--- config.mk ---
export PLATFORM = sky130hd
export DESIGN_NAME = text_line_splitter_top
export DESIGN_NICKNAME = d
export VERILOG_FILES = /design/src/sv/tls_pkg.sv /design/src/sv/tls_core.sv /design/src/sv/text_line_splitter_top.sv
export VERILOG_INCLUDE_DIRS = /design/src /design/src/sv
export SDC_FILE = /design/constraint.sdc
export NUM_CORES = 1
export LEC_CHECK = 0
export ABC_AREA = 0
export BUFFER_PORTS_ARGS = -buffer_cell sky130_fd_sc_hd__buf_2
export CAP_MARGIN = 25
export CORE_MARGIN = 2
export CORE_UTILIZATION = 25
export DETAILED_ROUTE_END_ITERATION = 8
export PLACE_DENSITY = 0.44
export SLEW_MARGIN = 0
export SYNTH_ARGS = -nofsm -noshare
export SYNTH_HDL_FRONTEND = slang
export SYNTH_SLANG_ARGS = --single-unit
--- constraint.sdc ---
create_clock -name clk_i -period 9.5 [get_ports clk_i]
set_input_delay 0.475 -clock clk_i [delete_from_list [all_inputs] [get_ports clk_i]]
set_output_delay 0.475 -clock clk_i [all_outputs]
set_load 0.03 [all_outputs]
--- src/sv/text_line_splitter_top_macros.svh ---
// Assertion macros shared by the line splitter RTL.
`ifndef TEXT_LINE_SPLITTER_TOP_MACROS_SVH
`define TEXT_LINE_SPLITTER_TOP_MACROS_SVH

// The consequent must hold in the same cycle as the antecedent.
`define TLS_ASSERT_NOW(lbl, ante, cons, msg) \
  lbl: assert property (@(posedge clk_i) disable iff (!rst_ni) (ante) |-> (cons)) \
    else $error(msg);

// The consequent must hold in the cycle after the antecedent.
`define TLS_ASSERT_NEXT(lbl, ante, cons, msg) \
  lbl: assert property (@(posedge clk_i) disable iff (!rst_ni) (ante) |=> (cons)) \
    else $error(msg);

`endif

--- src/sv/tls_pkg.sv ---
package tls_pkg;

  localparam int CNT_W = 22;
  localparam logic [CNT_W-1:0] COUNT_LIMIT = CNT_W'(2097152);

  localparam logic [7:0] CH_LF = 8'h0A;
  localparam logic [7:0] CH_CR = 8'h0D;

  localparam int FIFO_DEPTH = 4;
  localparam int FIFO_PTR_W = $clog2(FIFO_DEPTH);
  localparam int FIFO_CNT_W = $clog2(FIFO_DEPTH + 1);

  typedef enum logic {
    MODE_DATA = 1'b0,
    MODE_EOI  = 1'b1
  } mode_e;

  typedef enum logic {
    KIND_BYTE = 1'b0,
    KIND_END  = 1'b1
  } kind_e;

  typedef enum logic {
    REG_MAX_LINE_LENGTH    = 1'b0,
    REG_MAX_BYTES_PER_LINE = 1'b1
  } cfg_reg_e;

  typedef struct packed {
    mode_e      mode;
    logic [7:0] data_byte;
  } in_t;

  typedef struct packed {
    kind_e            kind;
    logic [7:0]       line_byte;
    logic [CNT_W-1:0] line_length;
    logic [CNT_W-1:0] bytes_consumed;
    logic             last;
  } out_t;

  typedef struct packed {
    logic [1:0]       num;
    out_t [1:0]       res;
  } step_t;

  function automatic out_t mk_byte(logic [7:0] b);
    out_t r;
    r = '0;
    r.kind = KIND_BYTE;
    r.line_byte = b;
    return r;
  endfunction

  function automatic out_t mk_end(logic [CNT_W-1:0] len, logic [CNT_W-1:0] cons);
    out_t r;
    r = '0;
    r.kind = KIND_END;
    r.line_length = len;
    r.bytes_consumed = cons;
    return r;
  endfunction

endpackage

--- src/sv/tls_core.sv ---
module tls_core
  import tls_pkg::*;
(
  input  logic             clk_i,
  input  logic             rst_ni,
  input  logic             cfg_we_i,
  input  cfg_reg_e         cfg_index_i,
  input  logic [CNT_W-1:0] cfg_data_i,
  input  logic             advance_i,
  input  in_t              item_i,
  output step_t            step_o
);

  logic [CNT_W-1:0] max_len_q, max_bytes_q;
  logic             pend_q, pend_d;
  logic [CNT_W-1:0] kept_q, kept_d;
  logic [CNT_W-1:0] cons_q, cons_d;

  logic [CNT_W-1:0] klim, blim, cons_inc;
  logic             is_lf, is_cr, keep;

  always_ff @(posedge clk_i or negedge rst_ni) begin
    if (!rst_ni) begin
      max_len_q   <= COUNT_LIMIT;
      max_bytes_q <= COUNT_LIMIT;
    end else if (cfg_we_i) begin
      unique case (cfg_index_i)
        REG_MAX_LINE_LENGTH:    max_len_q   <= cfg_data_i;
        REG_MAX_BYTES_PER_LINE: max_bytes_q <= cfg_data_i;
        default:                max_len_q   <= max_len_q;
      endcase
    end
  end

  always_comb begin
    klim = (max_len_q > COUNT_LIMIT) ? COUNT_LIMIT : max_len_q;
    if (max_bytes_q == '0) begin
      blim = CNT_W'(1);
    end else if (max_bytes_q > COUNT_LIMIT) begin
      blim = COUNT_LIMIT;
    end else begin
      blim = max_bytes_q;
    end
    cons_inc = (cons_q < COUNT_LIMIT) ? cons_q + 1'b1 : cons_q;
    is_lf    = (item_i.data_byte == CH_LF);
    is_cr    = (item_i.data_byte == CH_CR);
    keep     = 1'b0;

    step_o = '0;
    pend_d = pend_q;
    kept_d = kept_q;
    cons_d = cons_q;

    if (item_i.mode == MODE_EOI) begin
      if (pend_q || cons_q != '0) begin
        step_o.num    = 2'd1;
        step_o.res[0] = mk_end(kept_q, cons_q);
        pend_d = 1'b0;
        kept_d = '0;
        cons_d = '0;
      end
    end else if (pend_q) begin
      if (is_lf) begin
        step_o.num    = 2'd1;
        step_o.res[0] = mk_end(kept_q, cons_inc);
        pend_d = 1'b0;
        kept_d = '0;
        cons_d = '0;
      end else begin
        step_o.num    = 2'd1;
        step_o.res[0] = mk_end(kept_q, cons_q);
        pend_d = is_cr;
        kept_d = '0;
        cons_d = CNT_W'(1);
        if (!is_cr && klim != '0) begin
          step_o.num    = 2'd2;
          step_o.res[1] = mk_byte(item_i.data_byte);
          kept_d = CNT_W'(1);
        end
      end
    end else if (is_lf) begin
      step_o.num    = 2'd1;
      step_o.res[0] = mk_end(kept_q, cons_inc);
      pend_d = 1'b0;
      kept_d = '0;
      cons_d = '0;
    end else begin
      keep   = !is_cr && (kept_q < klim);
      pend_d = is_cr;
      cons_d = cons_inc;
      kept_d = keep ? kept_q + 1'b1 : kept_q;
      if (keep) begin
        step_o.num    = 2'd1;
        step_o.res[0] = mk_byte(item_i.data_byte);
      end
      if (cons_inc >= blim) begin
        if (keep) begin
          step_o.num    = 2'd2;
          step_o.res[1] = mk_end(kept_d, cons_inc);
        end else begin
          step_o.num    = 2'd1;
          step_o.res[0] = mk_end(kept_d, cons_inc);
        end
        pend_d = 1'b0;
        kept_d = '0;
        cons_d = '0;
      end
    end

    if (step_o.num == 2'd2) begin
      step_o.res[1].last = 1'b1;
    end else if (step_o.num == 2'd1) begin
      step_o.res[0].last = 1'b1;
    end
  end

  always_ff @(posedge clk_i or negedge rst_ni) begin
    if (!rst_ni) begin
      pend_q <= 1'b0;
      kept_q <= '0;
      cons_q <= '0;
    end else if (advance_i) begin
      pend_q <= pend_d;
      kept_q <= kept_d;
      cons_q <= cons_d;
    end
  end

endmodule

--- src/sv/text_line_splitter_top.sv ---
// An accepted transaction waits in the input register before its results enter
// the queue. Throughput: one input transaction per cycle while two queue entries
// are free; an input yielding two results needs two output transfers, so the
// output port sets the sustained rate. Results wait in a four-entry queue; input
// is taken while at least two entries are free. Reset clears the line state, the
// queue and the input valid flag, and sets both length registers to 2097152.
module text_line_splitter_top
  import tls_pkg::*;
(
  input  logic             clk_i,
  input  logic             rst_ni,
  input  logic             cfg_we_i,
  input  cfg_reg_e         cfg_index_i,
  input  logic [CNT_W-1:0] cfg_data_i,
  input  logic             in_valid_i,
  output logic             in_ready_o,
  input  in_t              in_i,
  output logic             out_valid_o,
  input  logic             out_ready_i,
  output out_t             out_o
);

  `include "text_line_splitter_top_macros.svh"

  logic                  in_valid_q;
  in_t                   in_q;
  logic                  proc;
  step_t                 step;
  out_t                  fifo_q [FIFO_DEPTH];
  logic [FIFO_PTR_W-1:0] wptr_q, rptr_q;
  logic [FIFO_CNT_W-1:0] count_q, count_d;
  logic                  pop;
  logic [1:0]            push_num;

  tls_core u_core (
    .clk_i       (clk_i),
    .rst_ni      (rst_ni),
    .cfg_we_i    (cfg_we_i),
    .cfg_index_i (cfg_index_i),
    .cfg_data_i  (cfg_data_i),
    .advance_i   (proc),
    .item_i      (in_q),
    .step_o      (step)
  );

  assign proc       = in_valid_q && (count_q <= FIFO_CNT_W'(FIFO_DEPTH - 2));
  assign in_ready_o = !in_valid_q || proc;

  always_ff @(posedge clk_i or negedge rst_ni) begin
    if (!rst_ni) begin
      in_valid_q <= 1'b0;
    end else if (in_ready_o) begin
      in_valid_q <= in_valid_i;
    end
  end

  always_ff @(posedge clk_i) begin
    if (in_valid_i && in_ready_o) begin
      in_q <= in_i;
    end
  end

  assign out_valid_o = (count_q != '0);
  assign out_o       = fifo_q[rptr_q];
  assign pop         = out_valid_o && out_ready_i;
  assign push_num    = proc ? step.num : 2'd0;
  assign count_d     = count_q + FIFO_CNT_W'(push_num) - FIFO_CNT_W'(pop);

  always_ff @(posedge clk_i or negedge rst_ni) begin
    if (!rst_ni) begin
      wptr_q  <= '0;
      rptr_q  <= '0;
      count_q <= '0;
    end else begin
      wptr_q  <= wptr_q + FIFO_PTR_W'(push_num);
      rptr_q  <= rptr_q + FIFO_PTR_W'(pop);
      count_q <= count_d;
    end
  end

  always_ff @(posedge clk_i) begin
    if (push_num != 2'd0) begin
      fifo_q[wptr_q] <= step.res[0];
    end
    if (push_num == 2'd2) begin
      fifo_q[wptr_q + FIFO_PTR_W'(1)] <= step.res[1];
    end
  end

  `TLS_ASSERT_NOW(a_fifo_bound, 1'b1, count_q <= FIFO_CNT_W'(FIFO_DEPTH), "result queue overflow")
  `TLS_ASSERT_NOW(a_follower_queued, out_valid_o && !out_o.last, count_q >= FIFO_CNT_W'(2), "result without its follower")
  `TLS_ASSERT_NEXT(a_input_held, in_valid_q && !proc, in_valid_q && $stable(in_q), "stalled input transaction lost")

endmodule
# After elaboration in Yosys (flattened, before gate mapping)
# Memories as Yosys holds them, arrays and structs flattened.
# Index checks and enable logic that the tools add are counted.
dict set report totals {
  ff_bits 106
  ram_bits 216
  input_bits 37
  out_inout_bits 56
  n_memories 1
}
dict set report classes {
  n_addsub 7
  n_lt_le_gt_ge 6
  eq_ne 6
  muxes 50
  bitwise 1
  reduce_logical 17
}
# memory depth word_bits rd rd_clocked_by_memory_dff write_ports line_no
set memory_table {}
lappend memory_table {fifo_q 4 54 1 0 2 text_line_splitter_top.sv:29} ;# out_t fifo_q [FIFO_DEPTH];
# cell count
set op_table {}
lappend op_table {{2-to-1 mux 54 bit} 8}
lappend op_table {{2-to-1 mux 22 bit} 14}
lappend op_table {{2-to-1 mux 110 bit} 2}
lappend op_table {{2-to-1 mux 56 bit} 1}
lappend op_table {{2-to-1 mux 53 bit} 1}
lappend op_table {{adder 22 x 1 -> 22 bit (second input constant)} 2}
lappend op_table {{greater-than comparator 22 bit (second input constant)} 2}
lappend op_table {{nonzero test 22 bit} 2}
lappend op_table {{2-to-1 mux 23 bit} 1}
lappend op_table {{greater-or-equal comparator 22 bit} 1}
lappend op_table {{zero test 22 bit} 1}
lappend op_table {{less-than comparator 22 bit} 1}
lappend op_table {{less-than comparator 22 bit (second input constant)} 1}
lappend op_table {{2-to-1 mux 1 bit} 18}
lappend op_table {{== test 8 x 4 -> 1 bit (second input constant)} 2}
lappend op_table {{2-to-1 mux 2 bit} 5}
lappend op_table {{AND reduction 2 bit} 3}
lappend op_table {{logical AND 1 bit} 5}
lappend op_table {{== test 2 bit (second input constant)} 2}
lappend op_table {{adder 3 x 2 -> 3 bit} 1}
lappend op_table {{less-or-equal comparator 3 x 2 -> 1 bit (second input constant)} 1}
lappend op_table {{nonzero test 3 bit} 1}
lappend op_table {{subtractor 3 x 1 -> 3 bit} 1}
lappend op_table {{adder 2 x 1 -> 2 bit} 1}
lappend op_table {{8 further kinds} 10}

# Depth between registers and ports, before layout
# Gate-level depths: netlist (run 1).
dict set report logic_depth {
  word_depth 14
  depth_mapped 24
}

# By module
# From an unflattened synthesis (run 1), not the netlist that was laid out.
dict set report unflattened {
  cells_unflattened 1402
  area_unflattened_um2 18485.2
}
# mod instances cells_each area_per_inst_um2 seq_area_each_um2
set modules_own_cells {}
lappend modules_own_cells {text_line_splitter_top 1 585 11593.6 6956.7}
lappend modules_own_cells {tls_core 1 817 6891.6 2229.6}

# Least setup slack after synthesis (run 1)
# No wires, ideal clock.
dict set report synth_timing {
  path_type {flip-flop to flip-flop}
  startpoint {register u_core.cons_q[3]}
  endpoint {memory fifo_q[0][0] (netlist name) (enable)}
  arrival_time_ns 7.779
  required_ns 8.954
  slack_ns 1.174
  stages_incl_launch_ff 18
  period_less_slack_ns 8.326
  cell_sequence {dfrtp_1 -> buf_2 -> and3_1 -> clkbuf_1 -> nand4_1 -> nor4_1 -> xor2_1 -> ha_1 -> nand4_1 -> or3_1 -> nand2b_1 -> and3_1 -> nand2_1 -> ha_1 -> nand2_1 -> nand2_1 -> o21ai_0 -> o31ai_1}
}
# item line_no
set synth_rtl {}
lappend synth_rtl {{start: declaration} tls_core.sv:17} ;# logic [CNT_W-1:0] cons_q, cons_d;
lappend synth_rtl {{start signal: assignment} tls_core.sv:125} ;# cons_q <= cons_d;
lappend synth_rtl {{end: declaration} text_line_splitter_top.sv:29}

==> results.sh, run 1 <==
export IMPL_drt_iter0_markers=1540
export IMPL_syn_avg_cell_area_um2=10.90
export IMPL_rows=98
export IMPL_busiest_layer="met2"
export IMPL_grt_start_max_net_pins=70
export IMPL_cts_tree="built"
export IMPL_clk_pin_slew_ns=0.06
export IMPL_antenna_left=0
export IMPL_crit_family="simple AND/OR/NAND/NOR gates"
export IMPL_hp_class="in -> reg"
export IMPL_syn_to_final_growth_pct=15.99
export IMPL_synth_area_mm2=0.01815
export IMPL_clock_fmax_mhz=142.2
export IMPL_synthFlopType="edfxtp_1"
export IMPL_fin_ws_ns=2.469
export IMPL_crit_type="reg -> reg"
export IMPL_path_max_fanout=29
export IMPL_cts_sinks=322
export IMPL_maxCapViolations=0
export IMPL_min_delay_start="in_i[4]"
export IMPL_worstPathArrival_ns=7.23
export IMPL_synth_edf_count=225
export IMPL_cts_root_buffer="clkbuf_16"
export IMPL_start_util_pct=25.30
export IMPL_place_hpwl_mm=43.21
export IMPL_critPathMaxStageDelay_ns=0.75
export IMPL_diodes=0
export IMPL_h_tree_depth=2
export IMPL_gr_total_overflow=0
export IMPL_maxSlewViolCount=0
export IMPL_routed_wl_mm=61.72
export IMPL_postSynthNetCount=1758
export IMPL_dr_total_vias=14067
export IMPL_grt_usage_pct=16.35
export IMPL_period_minus_slack_ns=7.031
export IMPL_post_dp_cell_area_mm2=0.01963
export IMPL_worst_path_buf_inv=3
export IMPL_layout_nets=1805
export IMPL_clkLatencyLatePin_ns=0.58
export IMPL_cts_setup_buffers=0
export IMPL_power_density_mw_per_mm2=256.6
export IMPL_crit_path_end_kind="register"
export IMPL_worstSetupStartpoint="u_core.cons_q[21]$_DFFE_PN0P_"
export IMPL_yosysWarnings=0
export IMPL_place_ws_ns=2.420
export IMPL_die_area_mm2=0.07477
export IMPL_status="finished, final reports clean"
export IMPL_crit_slowest_cell="nor2b_4"
export IMPL_numCtsBuffers=42
export IMPL_avgViaCountPerCell=5.220
export IMPL_use_met1_pct=23.40
export IMPL_ios=93
export IMPL_finish_instance_area_mm2=0.02105
export IMPL_setup_viol=0
export IMPL_tightest_slew_ns=1.128
export IMPL_die_x_um=273.4
export IMPL_core_mm2=0.07173
export IMPL_dr_pass1_iters=9
export IMPL_yosysTopAreaCell="edfxtp_1"
export IMPL_cp_required_ns=9.70
export IMPL_grt_pass1_vias=13539
export IMPL_crit_chain="and3b_1, nand4_1, nor4_1, xor2_1, ha_1, nand4_1, or3_1, nand2b_1, and3_1, nand2_1, ha_1, inv_1, nand3_2, a21oi_2, inv_1, mux2_2, nor2b_4, buf_4"
export IMPL_port_buffers=92
export IMPL_yosys_cell_types_count=79
export IMPL_fin_skew_ns=0.03094
export IMPL_synthCells=1665
export IMPL_ys_ff_latch=322
export IMPL_layout_drive_gt1_share_pct=19.08
export IMPL_hold_viol_final=0
export IMPL_drc=0
export IMPL_grt_pass1_wl_mm=91.94
export IMPL_routedWlPerCell_um=22.90
export IMPL_rsz0062_at_grt="no"
export IMPL_holdBufCountCts=1
export IMPL_crit_path_start_kind="register"
export IMPL_clk_path_buf_depth=3
export IMPL_power_total_mw=5.402
export IMPL_antenna_found_initial=0
export IMPL_fillers=7399
export IMPL_p_leak_nw=7.719
export IMPL_slew_headroom_pct=24.41
export IMPL_fin_tns_setup_ns=0
export IMPL_grtUsageMet2_pct=25.68
export IMPL_synth_top_area_share_pct=37.23
export IMPL_synth_async_reset_ratio_pct=30.12
export IMPL_yosysSeqAreaShare_pct=50.61
export IMPL_die_height_um=273.4
export IMPL_post_route_period_util_pct=74.01
export IMPL_gp_routability_congestion=0.9117
export IMPL_peakVddDrop_mv=0.1493
export IMPL_netlist_top_cells_area="edfxtp_1 37%, dfrtp_1 13%, mux4_2 6.7%"
export IMPL_cts_resized=0
export IMPL_grt_met3_usage_pct=2.746
export IMPL_r2r_start="u_core.cons_q[21]$_DFFE_PN0P_"
[metal layers]
metal / routed length (um) / vias to the layer above / part of all wire, %
met5: 0 / - / 0
met4: 1160 / 0 / 1.9
met3: 3673 / 85 / 6.0
met2: 28260 / 549 / 46
met1: 28620 / 7022 / 46
li1: - / 6411 / -
[kinds of logic (layout without fill, tap and decap cells)]
family / after synthesis / after routing / synth area share, %
AO/OA/AOI/OAI: 427 / 427 / 14.86
XOR/XNOR: 30 / 30 / 1.448
adder cells (fa/ha/maj): 56 / 56 / 3.902
buffers and inverters: 149 / 229 / 3.447
flip-flops: 322 / 322 / 50.61
multiplexers: 131 / 131 / 11.29
AND/OR/NAND/NOR: 550 / 550 / 14.45
[through the flow]
stage	hold slack, ns	util [%]	instances
finish	0.08195	29.35	2695
CTS	0.04744	29.29	2692
global route	0.05788	29.35	2695
floorplan	0.1794	-	1665
global placement	0.5184	27.28	2611
detailed placement	0.5244	27.37	2614
[cells in the final DEF (no fill, tap or decap), types with 23 or more instances in the layout]
master,n
a21o_1,23
clkbuf_16,43
mux2_2,49
nor2b_1,33
dfrtp_1,93
o31ai_1,40
nand2_1,233
buf_2,92
edfxtp_1,225
nand4_1,24
a21oi_1,90
nor3_1,43
a31oi_1,51
mux4_2,54
buf_4,27
ha_1,55
o21ai_0,137
nand3_1,46
inv_1,25
mux2i_1,28
nor2_1,81
[sequential cells by signal, indices dropped and copies added (netlist names), 3 cells and up]
name and flops:
u_core.max_len_q 22, in_q 9, count_q 3, u_core.kept_q 22, u_core.cons_q 22, fifo_q 216
u_core.max_bytes_q 22
[power by group]
group	switching, mW	total, mW	internal [mW]	leakage [nW]
clock	0.634	1.59	0.954	0.673
sequential	0.176	1.94	1.76	3.34
combinational	1.25	1.87	0.620	3.70
total	2.06	5.40	3.34	7.72
[worst register-to-register path, stage by stage (launching register included)]
cell and delay (ns):
dfrtp_1 0.57, and3b_1 0.41, nand4_1 0.43, nor4_1 0.73
xor2_1 0.23, ha_1 0.35, nand4_1 0.11, or3_1 0.43
nand2b_1 0.18, and3_1 0.24, nand2_1 0.33, ha_1 0.32
inv_1 0.08, nand3_2 0.14, a21oi_2 0.39, inv_1 0.07
mux2_2 0.32, nor2b_4 0.75, buf_4 0.54
[path summary, 6_finish.rpt]
kind	end	slack [ns]	depth (start not counted)
max	fifo_q[3][10]$_DFFE_PP_	2.47	18
max reg2reg	fifo_q[3][10]$_DFFE_PP_	2.47	18
min reg2reg	u_core.max_bytes_q[2]$_DFFE_PN0P_	0.54	1
min in group asynchronous	u_core.cons_q[21]$_DFFE_PN0P_	0.54	2
min	in_q[4]$_DFFE_PP_	0.08	1
max in group asynchronous	u_core.max_bytes_q[11]$_DFFE_PN0P_	7.68	3
[layout make-up]
type                            count  area [um^2]  area share, %
Clock buffer                       59         1186          5.634
Clock inverter                     18        181.4         0.8618
Inverter                           27        106.4         0.5052
Multi-Input combinational cell   1194         8426          40.02
Sequential cell                   322         9191          43.66
Tap cell                          950         1189          5.646
Timing Repair Buffer              125        772.0          3.667
[cell usage after synthesis (11+ instances only)]
library cell  number
a21o_1            23
a21oi_1           90
a31oi_1           51
and3_1            14
buf_1             11
buf_2             25
clkbuf_1          82
dfrtp_1           95
edfxtp_1         225
ha_1              55
inv_1             25
mux2_2            49
mux2i_1           28
mux4_2            54
nand2_1          234
nand3_1           47
nand4_1           24
nor2_1            82
nor2b_1           35
nor3_1            44
nor4_1            14
o21ai_0          138
o221ai_1          12
o22ai_1           15
o31ai_1           41
xnor2_1           17
xor2_1            13
Power figures use the tool's default switching activity.
==> run 2: changes to the inputs <==
Clock period 9.5 ns to 6.97 ns, I/O delays scaled along.
==> results.sh, run 2 (synthesis gave the netlist of run 1 again) <==
export IMPL_grt_pass1_vias=13902
export IMPL_rsz0062_at_grt="no"
export IMPL_cts_root_buffer="clkbuf_16"
export IMPL_h_tree_depth=2
export IMPL_gp_routability_congestion=0.9146
export IMPL_clock_fmax_mhz=154.8
export IMPL_crit_path_end_kind="register"
export IMPL_peakVddDrop_mv=0.1626
export IMPL_p_leak_nw=7.782
export IMPL_drc=0
export IMPL_clkLatencyLatePin_ns=0.58
export IMPL_setup_viol=0
export IMPL_largest_register_ffs=216
export IMPL_port_buffers=92
export IMPL_path_max_fanout=25
export IMPL_dr_total_vias=14069
export IMPL_avgViaCountPerCell=5.193
export IMPL_antenna_left=0
export IMPL_maxSlewViolCount=0
export IMPL_syn_to_final_growth_pct=16.57
export IMPL_cts_tree="built"
export IMPL_gr_total_overflow=0
export IMPL_fin_skew_ns=0.02647
export IMPL_die_height_um=273.4
export IMPL_dr_pass1_iters=6
export IMPL_power_density_mw_per_mm2=347.4
export IMPL_rows=98
export IMPL_post_route_period_util_pct=92.68
export IMPL_holdBufCountCts=11
export IMPL_status="finished, final reports clean"
export IMPL_worst_path_buf_inv=3
export IMPL_crit_slowest_cell="nor4_2"
export IMPL_maxCapViolations=0
export IMPL_crit_family="simple AND/OR/NAND/NOR gates"
export IMPL_routedWlPerCell_um=22.61
export IMPL_critPathMaxStageDelay_ns=0.61
export IMPL_largest_register="fifo_q"
export IMPL_layout_cells_most_common="nand2_1"
export IMPL_min_delay_start="cfg_data_i[21]"
export IMPL_crit_chain="and3b_1, nand4_1, buf_4, nor4_2, xor2_1, ha_1, nand4_1, or3_1, nand2b_1, and3_1, nand2_1, ha_1, inv_1, nand3_2, a21oi_2, nand3b_2, nor2_1, buf_4, a21oi_1, o221ai_1"
export IMPL_grt_usage_pct=16.33
export IMPL_layout_common_cells="233 x nand2_1, 225 x edfxtp_1, 137 x o21ai_0"
export IMPL_min_path_cells=3
export IMPL_clk_pin_slew_ns=0.06
export IMPL_hold_path_endpoint="u_core.max_len_q[21]$_DFFE_PN1P_"
export IMPL_r2r_slack_ns=0.51
export IMPL_grt_start_max_net_pins=70
export IMPL_routed_wl_mm=61.26
export IMPL_cts_sinks=322
export IMPL_reg2regPathDepth=20
export IMPL_die_area_mm2=0.07477
export IMPL_core_mm2=0.07173
export IMPL_worstPathArrival_ns=6.85
export IMPL_cp_required_ns=7.36
export IMPL_r2r_end="fifo_q[2][16]$_DFFE_PP_"
export IMPL_cts_resized=0
export IMPL_r2r_start="u_core.cons_q[21]$_DFFE_PN0P_"
export IMPL_hold_viol_final=0
export IMPL_drt_iter0_markers=1720
export IMPL_fin_tns_setup_ns=0
export IMPL_numCtsBuffers=41
export IMPL_clk_path_buf_depth=3
export IMPL_layout_nets=1821
export IMPL_grt_pass1_wl_mm=91.82
export IMPL_cts_setup_buffers=0
export IMPL_crit_type="reg -> reg"
export IMPL_place_hpwl_mm=43.14
export IMPL_period_minus_slack_ns=6.459
export IMPL_ios=93
export IMPL_die_x_um=273.4
export IMPL_crit_path_start_kind="register"
export IMPL_start_util_pct=25.30
export IMPL_layout_drive_gt1_share_pct=19.28
export IMPL_slew_headroom_pct=32.32
export IMPL_hp_class="in -> reg"
export IMPL_power_total_mw=7.351
export IMPL_tightest_slew_ns=1.012
export IMPL_antenna_found_initial=1
run 2: final cells by class:
class,count,area (um^2)
antenna,1,2.502
timing repair buffer,142,873.3
multi-input combinational,1194,8434
clock buffer,54,1136
inverter,27,106.4
clock inverter,19,225.2
tap,950,1189
sequential,322,9191
fill,7350,50570
run 2: stage by stage:
step	utilization (%)	cell area, um^2	hold WS, ns	setup slack [ns]	cells
2_1_floorplan	-	18160	0.05291	0.2790	1665
3_5_place_dp	27.44	19680	0.4590	0.6160	2624
6_report	29.50	21160	0.03739	0.5105	2709
5_1_grt	29.49	21160	0.03063	0.07320	2708
4_1_cts	29.49	21160	0.01148	0.5716	2708
3_3_place_gp	27.41	19660	0.4419	0.6194	2622
run 2: worst max path at each step:
stage,startpoint,to,cells past startpoint
6_report,u_core.cons_q[21]$_DFFE_PN0P_,fifo_q[2][16]$_DFFE_PP_,20
5_1_grt,u_core.cons_q[6]$_DFFE_PN0P_,fifo_q[2][6]$_DFFE_PP_,20
2_1_floorplan,u_core.cons_q[3]$_DFFE_PN0P_,fifo_q[2][0]$_DFFE_PP_,17
3_3_place_gp,u_core.cons_q[6]$_DFFE_PN0P_,fifo_q[3][31]$_DFFE_PP_,17
4_1_cts,u_core.cons_q[21]$_DFFE_PN0P_,fifo_q[2][7]$_DFFE_PP_,20
3_5_place_dp,u_core.cons_q[21]$_DFFE_PN0P_,fifo_q[2][5]$_DFFE_PP_,20
run 2: power breakdown:
group          switching, mW  total [mW]  internal [mW]
combinational           1.72        2.55          0.832
sequential             0.230        2.64           2.41
clock                  0.839        2.17           1.33
run 2: per-layer routing:
metal / GRT usage, % / share of wire (%) / wire, um / vias up
met5: 0 / 0 / 0 / -
met4: 4.142 / 2.2 / 1374 / 0
met3: 2.912 / 7.1 / 4349 / 82
met2: 25.66 / 45 / 27830 / 585
met1: 23.17 / 45 / 27700 / 6980
li1: - / - / - / 6422
run 2: worst reg2reg max path, cell delays in order (launching register included):
cell      delay (ns)
dfrtp_1         0.58
and3b_1         0.39
nand4_1         0.10
buf_4           0.19
nor4_2          0.61
xor2_1          0.33
ha_1            0.40
nand4_1         0.11
or3_1           0.41
nand2b_1        0.18
and3_1          0.25
nand2_1         0.29
ha_1            0.31
inv_1           0.09
nand3_2         0.15
a21oi_2         0.43
nand3b_2        0.48
nor2_1          0.21
buf_4           0.35
a21oi_1         0.18
o221ai_1        0.25
